--- src/rtl/core/bda_pkg.sv ---
// shared types and constants for the button debounce block
`timescale 1ns / 1ps
`default_nettype none
package bda_pkg;

	localparam int BTN_W      = 8;
	localparam int IDX_W      = 3;
	localparam int CFG_ADDR_W = 2;
	localparam int CFG_DATA_W = 8;

	typedef enum logic {
		OP_TICK  = 1'b0,
		OP_QUERY = 1'b1
	} op_t;

	typedef enum logic [CFG_ADDR_W-1:0] {
		REG_REPEAT_MODE  = 2'd0,
		REG_SETTLE_TICKS = 2'd1,
		REG_REPEAT_TICKS = 2'd2
	} reg_addr_t;

	localparam logic       RST_REPEAT_MODE  = 1'b0;
	localparam logic [7:0] RST_SETTLE_TICKS = 8'd5;
	localparam logic [7:0] RST_REPEAT_TICKS = 8'd20;

	localparam logic [7:0] BOOST_SMALL_STEP  = 8'd2;
	localparam logic [7:0] BOOST_SMALL_LIMIT = 8'd10;
	localparam logic [7:0] BOOST_LARGE_STEP  = 8'd10;
	localparam logic [8:0] BOOST_MARGIN      = 9'd40;

	typedef struct packed {
		logic       repeat_mode;
		logic [7:0] settle_ticks;
		logic [7:0] repeat_ticks;
	} cfg_t;

	typedef struct packed {
		op_t              op;
		logic [BTN_W-1:0] buttons;
		logic [IDX_W-1:0] button_index;
	} item_t;

	typedef struct packed {
		logic             pressed;
		logic [BTN_W-1:0] pending_flags;
	} result_t;

endpackage
`default_nettype wire

--- src/rtl/core/bda_if.sv ---
// stream and configuration channel interfaces
`timescale 1ns / 1ps
`default_nettype none
interface bda_item_if;
	logic                     valid;
	logic                     ready;
	bda_pkg::op_t             op;
	logic [bda_pkg::BTN_W-1:0] buttons;
	logic [bda_pkg::IDX_W-1:0] button_index;

	modport source (output valid, output op, output buttons, output button_index, input ready);
	modport sink   (input valid, input op, input buttons, input button_index, output ready);
endinterface

interface bda_result_if;
	logic                     valid;
	logic                     ready;
	logic                     pressed;
	logic [bda_pkg::BTN_W-1:0] pending_flags;

	modport source (output valid, output pressed, output pending_flags, input ready);
	modport sink   (input valid, input pressed, input pending_flags, output ready);
endinterface

interface bda_cfg_if;
	logic                          valid;
	logic                          ready;
	logic [bda_pkg::CFG_ADDR_W-1:0] addr;
	logic [bda_pkg::CFG_DATA_W-1:0] data;

	modport source (output valid, output addr, output data, input ready);
	modport sink   (input valid, input addr, input data, output ready);
endinterface
`default_nettype wire

--- src/rtl/core/bda_cfg_regs.sv ---
// configuration register file
`timescale 1ns / 1ps
`default_nettype none
module bda_cfg_regs (
	input  wire logic  clk,
	input  wire logic  arst_n,
	bda_cfg_if.sink    cfg,
	output bda_pkg::cfg_t regs
);
	import bda_pkg::*;

	cfg_t regs_q;

	assign cfg.ready = 1'b1;
	assign regs      = regs_q;

	always_ff @(posedge clk or negedge arst_n) begin
		if (!arst_n) begin
			regs_q.repeat_mode  <= RST_REPEAT_MODE;
			regs_q.settle_ticks <= RST_SETTLE_TICKS;
			regs_q.repeat_ticks <= RST_REPEAT_TICKS;
		end else if (cfg.valid) begin
			unique case (cfg.addr)
				REG_REPEAT_MODE:  regs_q.repeat_mode  <= cfg.data[0];
				REG_SETTLE_TICKS: regs_q.settle_ticks <= cfg.data[7:0];
				REG_REPEAT_TICKS: regs_q.repeat_ticks <= cfg.data[7:0];
				default: ;
			endcase
		end
	end

endmodule
`default_nettype wire

--- src/rtl/core/bda_engine.sv ---
// debounce and repeat state with its combinational update
`timescale 1ns / 1ps
`default_nettype none
module bda_engine #(
	parameter int NUM_BUTTONS = 8
) (
	input  wire logic       clk,
	input  wire logic       arst_n,
	input  wire logic       step,
	input  bda_pkg::item_t  item,
	input  bda_pkg::cfg_t   regs,
	output bda_pkg::result_t res
);
	import bda_pkg::*;

	typedef enum logic [1:0] {
		PH_IDLE     = 2'd0,
		PH_DEBOUNCE = 2'd1,
		PH_CLICK    = 2'd2,
		PH_REPEAT   = 2'd3
	} phase_t;

	localparam logic [BTN_W-1:0] MASK = (NUM_BUTTONS >= BTN_W) ? {BTN_W{1'b1}} :
		BTN_W'((64'd1 << NUM_BUTTONS) - 64'd1);

	phase_t           phase_q, phase_d;
	logic [BTN_W-1:0] flags_q, flags_d;
	logic [7:0]       dcount_q, dcount_d;
	logic [7:0]       rcount_q, rcount_d;
	logic [7:0]       boost_q, boost_d;
	logic             hit;
	logic [BTN_W-1:0] pat;
	logic [BTN_W-1:0] sel;
	logic [7:0]       dcount_dec;
	logic             do_repeat;
	logic [7:0]       rcount_dec;
	logic [8:0]       diff;
	logic [7:0]       reload;

	assign pat = item.buttons & MASK;
	assign sel = BTN_W'(1) << item.button_index;

	// repeat interval reload, floored at one
	assign diff   = {1'b0, regs.repeat_ticks} - {1'b0, boost_q};
	assign reload = (diff[8] || diff == 9'd0) ? 8'd1 : diff[7:0];

	assign dcount_dec = dcount_q - 8'd1;
	assign rcount_dec = rcount_q - 8'd1;

	always_comb begin
		phase_d   = phase_q;
		flags_d   = flags_q;
		dcount_d  = dcount_q;
		rcount_d  = rcount_q;
		boost_d   = boost_q;
		hit       = 1'b0;
		do_repeat = 1'b0;
		if (item.op == OP_QUERY) begin
			if (int'(item.button_index) < NUM_BUTTONS && (flags_q & sel) != '0) begin
				flags_d = flags_q & ~sel;
				hit     = 1'b1;
			end
		end else begin
			unique case (phase_q)
				PH_IDLE, PH_DEBOUNCE: begin
					if (pat == '0) begin
						if (phase_q == PH_DEBOUNCE) begin
							dcount_d = regs.settle_ticks;
							phase_d  = PH_IDLE;
						end
					end else if (dcount_dec != 8'd0) begin
						dcount_d = dcount_dec;
						phase_d  = PH_DEBOUNCE;
					end else begin
						dcount_d  = regs.settle_ticks;
						flags_d   = pat;
						phase_d   = regs.repeat_mode ? PH_REPEAT : PH_CLICK;
						do_repeat = regs.repeat_mode;
					end
				end
				PH_CLICK: begin
					if (pat == '0) begin
						phase_d = PH_IDLE;
					end
				end
				PH_REPEAT: begin
					if (pat == '0) begin
						boost_d  = '0;
						rcount_d = regs.repeat_ticks;
						phase_d  = PH_IDLE;
					end else begin
						do_repeat = 1'b1;
					end
				end
				default: ;
			endcase
			if (do_repeat) begin
				if (rcount_dec != 8'd0) begin
					rcount_d = rcount_dec;
				end else begin
					flags_d  = pat;
					rcount_d = reload;
					if (boost_q < BOOST_SMALL_LIMIT) begin
						boost_d = boost_q + BOOST_SMALL_STEP;
					end else if ({1'b0, boost_q} + BOOST_MARGIN < {1'b0, regs.repeat_ticks}) begin
						boost_d = boost_q + BOOST_LARGE_STEP;
					end
				end
			end
		end
	end

	assign res.pressed       = hit;
	assign res.pending_flags = flags_d;

	always_ff @(posedge clk or negedge arst_n) begin
		if (!arst_n) begin
			phase_q  <= PH_IDLE;
			flags_q  <= '0;
			dcount_q <= RST_SETTLE_TICKS;
			rcount_q <= RST_REPEAT_TICKS;
			boost_q  <= '0;
		end else if (step) begin
			phase_q  <= phase_d;
			flags_q  <= flags_d;
			dcount_q <= dcount_d;
			rcount_q <= rcount_d;
			boost_q  <= boost_d;
		end
	end

	a_boost_only_repeat: assert property (@(posedge clk) disable iff (!arst_n)
		boost_q != '0 |-> phase_q == PH_REPEAT)
		else $error("boost nonzero outside repeat phase");

	a_query_never_sets: assert property (@(posedge clk) disable iff (!arst_n)
		step && item.op == OP_QUERY |=> (flags_q & ~$past(flags_q)) == '0)
		else $error("query set a press flag");

	a_flags_masked: assert property (@(posedge clk) disable iff (!arst_n)
		(flags_q & ~MASK) == '0)
		else $error("flag set for an absent button");

	a_hold_without_step: assert property (@(posedge clk) disable iff (!arst_n)
		!step |=> $stable(flags_q) && $stable(phase_q))
		else $error("state changed without a transaction");

endmodule
`default_nettype wire

--- src/rtl/core/button_debounce_auto_repeat.sv ---
// top level of the button debouncer with accelerating auto repeat
//
// item channel: one transaction per tick (op tick, sampled buttons) or per
// query (op query, button_index); every item gives exactly one result.
// result channel: pressed (query hit, flag now cleared; 0 on tick) and
// pending_flags, the latched press flags after the item.
// cfg channel: register writes (repeat mode, settle ticks, repeat ticks),
// always ready; write only while no item is in flight.
// flow: an accepted item is held in the input stage; its result is registered in the
// result stage when that stage is empty or being taken, and offered from then on.
// throughput: one item per cycle while results are taken; the state update is a single
// pass of combinational logic between the input stage and the result register.
// when the result is not taken the input stage holds its item and the
// item channel stays ready until that stage is full.
// reset: flags cleared, phase idle, counters loaded with the reset values
// of the tick registers, both stages empty.
`timescale 1ns / 1ps
`default_nettype none
module button_debounce_auto_repeat #(
	parameter int NUM_BUTTONS = 8
) (
	input wire logic   clk,
	input wire logic   arst_n,
	bda_item_if.sink   item,
	bda_result_if.source result,
	bda_cfg_if.sink    cfg
);
	import bda_pkg::*;

	cfg_t    regs;
	logic    s1_valid_q;
	item_t   item_s1;
	logic    s2_valid_q;
	result_t res_s2;
	result_t res_d;
	logic    advance;
	logic    step;

	assign advance    = !s2_valid_q || result.ready;
	assign step       = s1_valid_q && advance;
	assign item.ready = !s1_valid_q || advance;

	bda_cfg_regs u_cfg (
		.clk    (clk),
		.arst_n (arst_n),
		.cfg    (cfg),
		.regs   (regs)
	);

	bda_engine #(
		.NUM_BUTTONS (NUM_BUTTONS)
	) u_engine (
		.clk    (clk),
		.arst_n (arst_n),
		.step   (step),
		.item   (item_s1),
		.regs   (regs),
		.res    (res_d)
	);

	always_ff @(posedge clk or negedge arst_n) begin
		if (!arst_n) begin
			s1_valid_q <= 1'b0;
			s2_valid_q <= 1'b0;
		end else begin
			if (item.valid && item.ready) begin
				s1_valid_q <= 1'b1;
			end else if (advance) begin
				s1_valid_q <= 1'b0;
			end
			if (advance) begin
				s2_valid_q <= s1_valid_q;
			end
		end
	end

	always_ff @(posedge clk) begin
		if (item.valid && item.ready) begin
			item_s1.op           <= item.op;
			item_s1.buttons      <= item.buttons;
			item_s1.button_index <= item.button_index;
		end
		if (step) begin
			res_s2 <= res_d;
		end
	end

	assign result.valid         = s2_valid_q;
	assign result.pressed       = res_s2.pressed;
	assign result.pending_flags = res_s2.pending_flags;

	a_no_drop: assert property (@(posedge clk) disable iff (!arst_n)
		s1_valid_q && !advance |=> s1_valid_q)
		else $error("input stage lost a transaction");

	a_result_held: assert property (@(posedge clk) disable iff (!arst_n)
		s2_valid_q && !result.ready |=> s2_valid_q && $stable(res_s2))
		else $error("pending result changed before it was taken");

endmodule
`default_nettype wire

--- src/flat_wrapper.sv ---
// flat-port wrapper written by rule: the top's interface ports become plain ports
module button_debounce_auto_repeat_flat import bda_pkg::*;
#(
	parameter int NUM_BUTTONS = 8
)
  (clk, arst_n, item_valid, item_op, item_buttons, item_button_index, item_ready, result_valid, result_pressed, result_pending_flags, result_ready, cfg_valid, cfg_addr, cfg_data, cfg_ready);
  bda_item_if item_i ();
  bda_result_if result_i ();
  bda_cfg_if cfg_i ();
  input wire logic clk;
  input wire logic arst_n;
  input wire logic [$bits(item_i.valid)-1:0] item_valid;
  input wire logic [$bits(item_i.op)-1:0] item_op;
  input wire logic [$bits(item_i.buttons)-1:0] item_buttons;
  input wire logic [$bits(item_i.button_index)-1:0] item_button_index;
  output wire logic [$bits(item_i.ready)-1:0] item_ready;
  output wire logic [$bits(result_i.valid)-1:0] result_valid;
  output wire logic [$bits(result_i.pressed)-1:0] result_pressed;
  output wire logic [$bits(result_i.pending_flags)-1:0] result_pending_flags;
  input wire logic [$bits(result_i.ready)-1:0] result_ready;
  input wire logic [$bits(cfg_i.valid)-1:0] cfg_valid;
  input wire logic [$bits(cfg_i.addr)-1:0] cfg_addr;
  input wire logic [$bits(cfg_i.data)-1:0] cfg_data;
  output wire logic [$bits(cfg_i.ready)-1:0] cfg_ready;
  assign item_i.valid = item_valid;
  assign item_i.op = item_op;
  assign item_i.buttons = item_buttons;
  assign item_i.button_index = item_button_index;
  assign item_ready = item_i.ready;
  assign result_valid = result_i.valid;
  assign result_pressed = result_i.pressed;
  assign result_pending_flags = result_i.pending_flags;
  assign result_i.ready = result_ready;
  assign cfg_i.valid = cfg_valid;
  assign cfg_i.addr = cfg_addr;
  assign cfg_i.data = cfg_data;
  assign cfg_ready = cfg_i.ready;
  button_debounce_auto_repeat #(.NUM_BUTTONS(NUM_BUTTONS)) u_core (.clk(clk), .arst_n(arst_n), .item(item_i), .result(result_i), .cfg(cfg_i));
endmodule
--- config.mk ---
export PLATFORM = sky130hd
export DESIGN_NAME = button_debounce_auto_repeat_flat
export DESIGN_NICKNAME = d
export VERILOG_FILES = /design/src/rtl/core/bda_pkg.sv /design/src/rtl/core/bda_if.sv /design/src/rtl/core/bda_cfg_regs.sv /design/src/rtl/core/bda_engine.sv /design/src/rtl/core/button_debounce_auto_repeat.sv /design/src/flat_wrapper.sv
export SDC_FILE = /design/constraint.sdc
export NUM_CORES = 1
export LEC_CHECK = 0
export BUFFER_PORTS_ARGS = -buffer_cell sky130_fd_sc_hd__buf_2
export CORE_ASPECT_RATIO = 1.25
export CORE_MARGIN = 5
export CORE_UTILIZATION = 35
export CTS_BUF_LIST = sky130_fd_sc_hd__clkbuf_8
export DETAILED_ROUTE_END_ITERATION = 7
export HOLD_SLACK_MARGIN = 0.08
export PLACE_DENSITY = 0.56
export SLEW_MARGIN = 10
export SYNTH_ARGS = -nofsm -noshare
export SYNTH_HDL_FRONTEND = slang
export SYNTH_HIERARCHICAL = 1
export SYNTH_SLANG_ARGS = --single-unit
--- constraint.sdc ---
create_clock -name clk -period 8.7 [get_ports clk]
set_input_delay 1.74 -clock clk [delete_from_list [all_inputs] [get_ports clk]]
set_output_delay 1.74 -clock clk [all_outputs]
set_load 0.01 [all_outputs]
=== After elaboration in Yosys (flattened, before gate mapping) ===
Index checks and enable logic that the tools add are counted.

* Bits in registers: 74
* Bits in latches: 0
* Bits in writable memories: 0
* ROM bits: 0
* Bits of input ports: 27
* Output and inout bits: 12
* Logic and storage cells: 97
* Memories kept: 0

* Add/sub/neg operators: 6
* Multiply operators: 0
* Div/mod/pow operators: 0
* Magnitude comparators: 2
* Equal/unequal tests: 8
* Shift operators: 1
* Multiplexer cells: 35
* Bitwise logic cells: 4
* Reductions and logical operators: 26

{| class="wikitable"
|+ Operator list
! kind !! number
|-
| 2-to-1 mux 8 bit || 21
|-
| nonzero test 8 bit || 3
|-
| AND 8 bit || 2
|-
| subtractor 8 x 1 -> 8 bit, second input constant || 2
|-
| AND reduction 4 bit || 3
|-
| adder 8 x 6 -> 9 bit, second input constant || 1
|-
| zero test 9 bit || 1
|-
| less-than comparator 9 x 8 -> 1 bit || 1
|-
| subtractor 8 x 8 -> 9 bit || 1
|-
| adder 8 x 2 -> 8 bit, second input constant || 1
|-
| adder 8 x 4 -> 8 bit, second input constant || 1
|-
| zero test 8 bit || 1
|-
| less-than comparator 8 x 4 -> 1 bit, second input constant || 1
|-
| 2-to-1 mux 1 bit || 8
|-
| 2-to-1 mux 2 bit || 4
|-
| inverter 8 bit || 1
|-
| AND reduction 2 bit || 4
|-
| << shifter 1 x 3 -> 8 bit, first input constant || 1
|-
| == test 2 bit, second input constant || 3
|-
| nonzero test 2 bit || 3
|-
| == test 2 x 1 -> 1 bit, second input constant || 2
|-
| zero test 2 bit || 2
|-
| inequality test 2 x 1 -> 1 bit, second input constant || 2
|-
| case mux 2 bit (2 select lines) || 1
|-
| other kinds (7) || 12
|}

=== Longest topological paths before layout ===
* Depth in word-level cells: 8
* Depth in mapped cells: 11
* Depth with buffers taken out: 11

=== Cells and area by module ===
The synthesis kept the hierarchy.

{| class="wikitable"
|+ Modules (own cells, without submodules)
! module !! times used !! cells an instance !! area an instance (µm²) !! seq. area each (µm²)
|-
| bda_engine || 1 || 367 || 3,000.4 || 855.8
|-
| button_debounce_auto_repeat || 1 || 29 || 734.5 || 680.7
|-
| bda_cfg_regs || 1 || 39 || 680.7 || 430.4
|}

=== Worst setup path after synthesis ===
OpenSTA, ideal clock, no wires.

* Kind: input port to output port
* Start: input result_ready
* End: output item_ready
* Data arrival time: 1.893 ns
* Setup slack: 5.067 ns
* Stages: 1
* Buffers on the path: 0
* Cell sequence: nand3b_4

* Word-level cells in the longest chain between the ends: 2

{| class="wikitable"
|+ RTL lines
! item !! line !! text
|-
| start, declared || flat_wrapper.sv:20 || <nowiki>input wire logic [$bits(result_i.ready)-1:0] result_ready;</nowiki>
|-
| logical OR 1 bit || button_debounce_auto_repeat.sv:39 || <nowiki>assign advance = !s2_valid_q || result.ready;</nowiki>
|-
| logical OR 1 bit || button_debounce_auto_repeat.sv:41 || <nowiki>assign item.ready = !s1_valid_q || advance;</nowiki>
|-
| end, declared || flat_wrapper.sv:16 || <nowiki>output wire logic [$bits(item_i.ready)-1:0] item_ready;</nowiki>
|}

No other way between the ends.

=== Worst setup path after layout ===
* Start: input result_ready
* End: register u_core.u_engine.boost_q[3]

* Word-level cells in the longest chain between the ends: 3

{| class="wikitable"
|+ RTL lines
! item !! line !! text
|-
| logical OR 1 bit || button_debounce_auto_repeat.sv:39 ||
|-
| logical AND 1 bit || button_debounce_auto_repeat.sv:40 || <nowiki>assign step = s1_valid_q && advance;</nowiki>
|-
| via u_core.step || button_debounce_auto_repeat.sv:37 || <nowiki>logic step;</nowiki>
|-
| AND reduction 2 bit (no line) || -- ||
|-
| end signal, assigned || bda_engine.sv:128 || <nowiki>boost_q <= boost_d;</nowiki>
|-
| end, declared || bda_engine.sv:30 || <nowiki>logic [7:0] boost_q, boost_d;</nowiki>
|}

The timed path passes the listed nets, and every way through them passes these cells.
A chain may end at the register's enable or synchronous reset.

==> load_flow_metrics.sql <==
INSERT INTO impl_metrics (metric_group, metric, value, unit) VALUES
('die', 'core_area', '12500', 'sq um'),
('global_route', 'grt_start_max_net_pins', '54', ''),
('timing', 'rsz0062_at_grt', 'false', ''),
('setup_path', 'critical_path_required', '8.93', 'ns'),
('timing', 'fin_skew', '0.00935', 'ns'),
('min_path', 'timing.hold.worst.start', 'u_core/u_engine/dcount_q[2]', ''),
('die', 'die-area', '15000', 'sq um'),
('die', 'floorplan.die.height', '136', 'microns'),
('cts', 'ctsLongestPathBuffers', '2', ''),
('timing', 'final_period_minus_worst_setup_slack', '3.94', 'ns'),
('timing', 'final_clock_period_utilization_by_the_worst_path', '45.3', '%'),
('global_route', 'grt-ovfl-total', '0', ''),
('cts', 'path_clk_slew', '0.07', 'ns'),
('synthesis', 'mappedNetlistNets', '486', ''),
('power_and_ir_drop', 'power.density', '250', 'nW/um^2'),
('synthesis', 'synth-main-ff-cell', 'sky130_fd_sc_hd__dfrtp_1', ''),
('synthesis', 'post_synth_num_cell_types', '68', ''),
('layout', 'drive_above_1_share', '18.7', '%'),
('timing', 'count_of_pins_over_their_slew_limit', '0', ''),
('placement', 'port_buffers', '37', ''),
('placement', 'preCtsSetupSlack', '4.35', 'ns'),
('layout', 'areaGrowthSynthToFinish', '12.2', '%'),
('cts', 'cts-root-buf', 'sky130_fd_sc_hd__clkbuf_8', ''),
('setup_path', 'regToRegEndpoint', 'u_core/u_engine/flags_q[0]', ''),
('cts', 'tritoncts_num_sinks', '74', ''),
('placement', 'dp_hpwl', '7.15', 'mm'),
('timing', 'highest_achievable_clock_rate', '254', 'MHz'),
('cts', 'cts_tree', 'built', ''),
('synthesis', 'mappedNetlistArea', '4420', 'sq um'),
('route', 'ant_nets', '0', ''),
('synthesis', 'postSynthCellCount', '435', ''),
('cts', 'post_cts_resized', '0', ''),
('die', 'core.rowCount', '46', ''),
('cts', 'clock_buffers_created_by_tritoncts', '9', ''),
('die', 'initial_core_util', '35.2', '%'),
('min_path', 'hold_end', 'u_core/u_engine/dcount_q[2]', ''),
('synthesis', 'yosys_top_cell_area_share', '25.5', '%'),
('route', 'wl_final', '9.62', 'mm'),
('global_route', 'track_usage', '13.1', '%'),
('layout', 'layout_net_count', '521', ''),
('placement', 'globalplace.congestion', '0.800', ''),
('min_path', 'timing.hold.worst_path_depth', '2', ''),
('global_route', 'grt_pass1_wl', '15.9', 'mm'),
('cts', 'cts_hold_repair.buffers', '0', ''),
('flow_run', 'total_of_max_cap_violations', '0', ''),
('synthesis', 'avgSynthCellArea', '10.2', 'sq um'),
('setup_path', 'worstSetupStartpointType', 'input port', ''),
('timing', 'timing.slew.headroom', '35.1', '%'),
('route', 'post_drt_via_cell_ratio', '5.30', ''),
('timing', 'fin_setup_tns', '0', 'ns'),
('cts', 'post_cts.repair.setup_buffers', '0', ''),
('route', 'drc_errors', '0', ''),
('setup_path', 'worst-r2r-setup-slack', '5.26', 'ns'),
('layout', 'instances_no_fill', '643', ''),
('setup_path', 'timing.rr.start', 'u_core/u_engine/rcount_q[0]', ''),
('placement', 'placedCellCount', '627', ''),
('setup_path', 'setup.worst_path.end_class', 'flip-flop', ''),
('status', 'result_of_the_run', 'complete, no violations', ''),
('synthesis', 'synth-seq-area-share', '44.5', '%'),
('route', 'drt-wirelength-per-cell', '15.0', 'microns'),
('synthesis', 'asyncSetResetFlopFracSynth', '71.6', '%'),
('route', 'detailedRoute.firstPassIterationCount', '4', ''),
('layout', 'antenna_cells', '0', ''),
('die', 'floorplan.io_pins', '39', ''),
('cts', 'cts.htree.levels', '3', ''),
('layout', 'layout.cells.most_common', 'sky130_fd_sc_hd__dfrtp_1', ''),
('die', 'die_w', '110', 'microns'),
('route', 'vias', '3408', ''),
('setup_path', 'critical_path_peak_fanout', '27', ''),
('synthesis', 'seq_cells_post_synth', '74', ''),
('synthesis', 'synth-edff-count', '21', '');
[through the flow]
stage               util (%)  power, mW  instance area, sq um  hold slack [ns]
floorplan                  -      0.852                  4420            0.480
global placement        37.8      0.955                  4750            0.516
detailed placement      37.8      0.963                  4750            0.522
CTS                     39.5       1.25                  4950            0.536
global route            39.5       1.33                  4950            0.563
finish                  39.5       1.24                  4950            0.534
[state kept, by name, summed over array words and instances (netlist names), 2 cells and up]
register	flops
u_core/item_s1	12
u_core/u_engine/boost_q	8
u_core/u_engine/rcount_q	8
u_core/u_cfg/regs	17
u_core/u_engine/flags_q	8
u_core/u_engine/dcount_q	8
u_core/result.pending_flags	8
u_core/u_engine/phase_q	2
[worst max-delay path: stages]
cell                       delay, ns
sky130_fd_sc_hd__buf_2          0.08
sky130_fd_sc_hd__nand2b_1       0.10
sky130_fd_sc_hd__and2_1         0.77
sky130_fd_sc_hd__nor2b_1        0.39
sky130_fd_sc_hd__nand3_1        0.22
sky130_fd_sc_hd__a21oi_2        0.34
sky130_fd_sc_hd__nor2_1         0.15
sky130_fd_sc_hd__a221o_1        0.36
[cell families after synthesis]
logic type      count (synthesis)  synth area share (%)
simple gates                  133                  16.9
compound gates                122                  19.2
flops                          74                  44.5
buf+inv                        46                  4.31
fa+ha+maj                      24                  6.97
mux                            20                  5.07
xor+xnor                       15                  2.98
other cells                     1                0.0849
[worst max path at each step]
stage                 start                          to  slack [ns]  depth (start not counted)
2_1_floorplan  result_ready                  item_ready        5.07                          1
3_3_place_gp   result_ready  u_core/u_engine/boost_q[3]        4.45                          8
3_5_place_dp   result_ready  u_core/u_engine/boost_q[3]        4.35                          8
4_1_cts        result_ready  u_core/u_engine/boost_q[3]        4.73                          8
5_1_grt        result_ready  u_core/u_engine/boost_q[3]        4.48                          8
6_report       result_ready  u_core/u_engine/boost_q[3]        4.76                          8
[report_power, final]
group / internal, mW / switching, mW
combinational: 0.194 / 0.241
clock: 0.157 / 0.121
sequential: 0.442 / 0.0840
[synthesized netlist by cell type, types with 4 or more instances]
| cell | number |
|---|---|
| sky130_fd_sc_hd__a211oi_1 | 4 |
| sky130_fd_sc_hd__a21oi_1 | 24 |
| sky130_fd_sc_hd__a21o_1 | 10 |
| sky130_fd_sc_hd__o21ai_0 | 27 |
| sky130_fd_sc_hd__a311o_1 | 8 |
| sky130_fd_sc_hd__mux2_2 | 19 |
| sky130_fd_sc_hd__nor3b_1 | 4 |
| sky130_fd_sc_hd__edfxtp_1 | 21 |
| sky130_fd_sc_hd__nand2b_1 | 7 |
| sky130_fd_sc_hd__a211o_1 | 4 |
| sky130_fd_sc_hd__ha_1 | 23 |
| sky130_fd_sc_hd__nor2b_1 | 12 |
| sky130_fd_sc_hd__nand3_1 | 8 |
| sky130_fd_sc_hd__dfrtp_1 | 45 |
| sky130_fd_sc_hd__nor3_1 | 12 |
| sky130_fd_sc_hd__dfstp_2 | 8 |
| sky130_fd_sc_hd__clkbuf_1 | 9 |
| sky130_fd_sc_hd__o21a_1 | 5 |
| sky130_fd_sc_hd__xnor2_1 | 14 |
| sky130_fd_sc_hd__nor2_1 | 39 |
| sky130_fd_sc_hd__nand2_1 | 22 |
| sky130_fd_sc_hd__inv_1 | 32 |
| sky130_fd_sc_hd__a2111oi_0 | 4 |
| sky130_fd_sc_hd__nor4_1 | 6 |
[per-layer routing]
layer | GRT usage [%] | up-vias | routed length [microns] | part of all wire, %
met4 | 5.54 | 0 | 208 | 2.2
met1 | 14.6 | 1655 | 4030 | 42
li1 | - | 1665 | - | -
met5 | 0 | - | 0 | 0
met2 | 23.9 | 74 | 5050 | 53
met3 | 3.04 | 14 | 328 | 3.4
[cell type report]
class	instances	area, sq um
fill	1303	7590
tap	168	210
clock inverter	7	80.1
inverter	32	120
timing repair buffer	38	193
sequential	74	1970
clock buffer	9	124
multi-input combinational	315	2260
No activity file was read; power rests on OpenSTA's default activity.
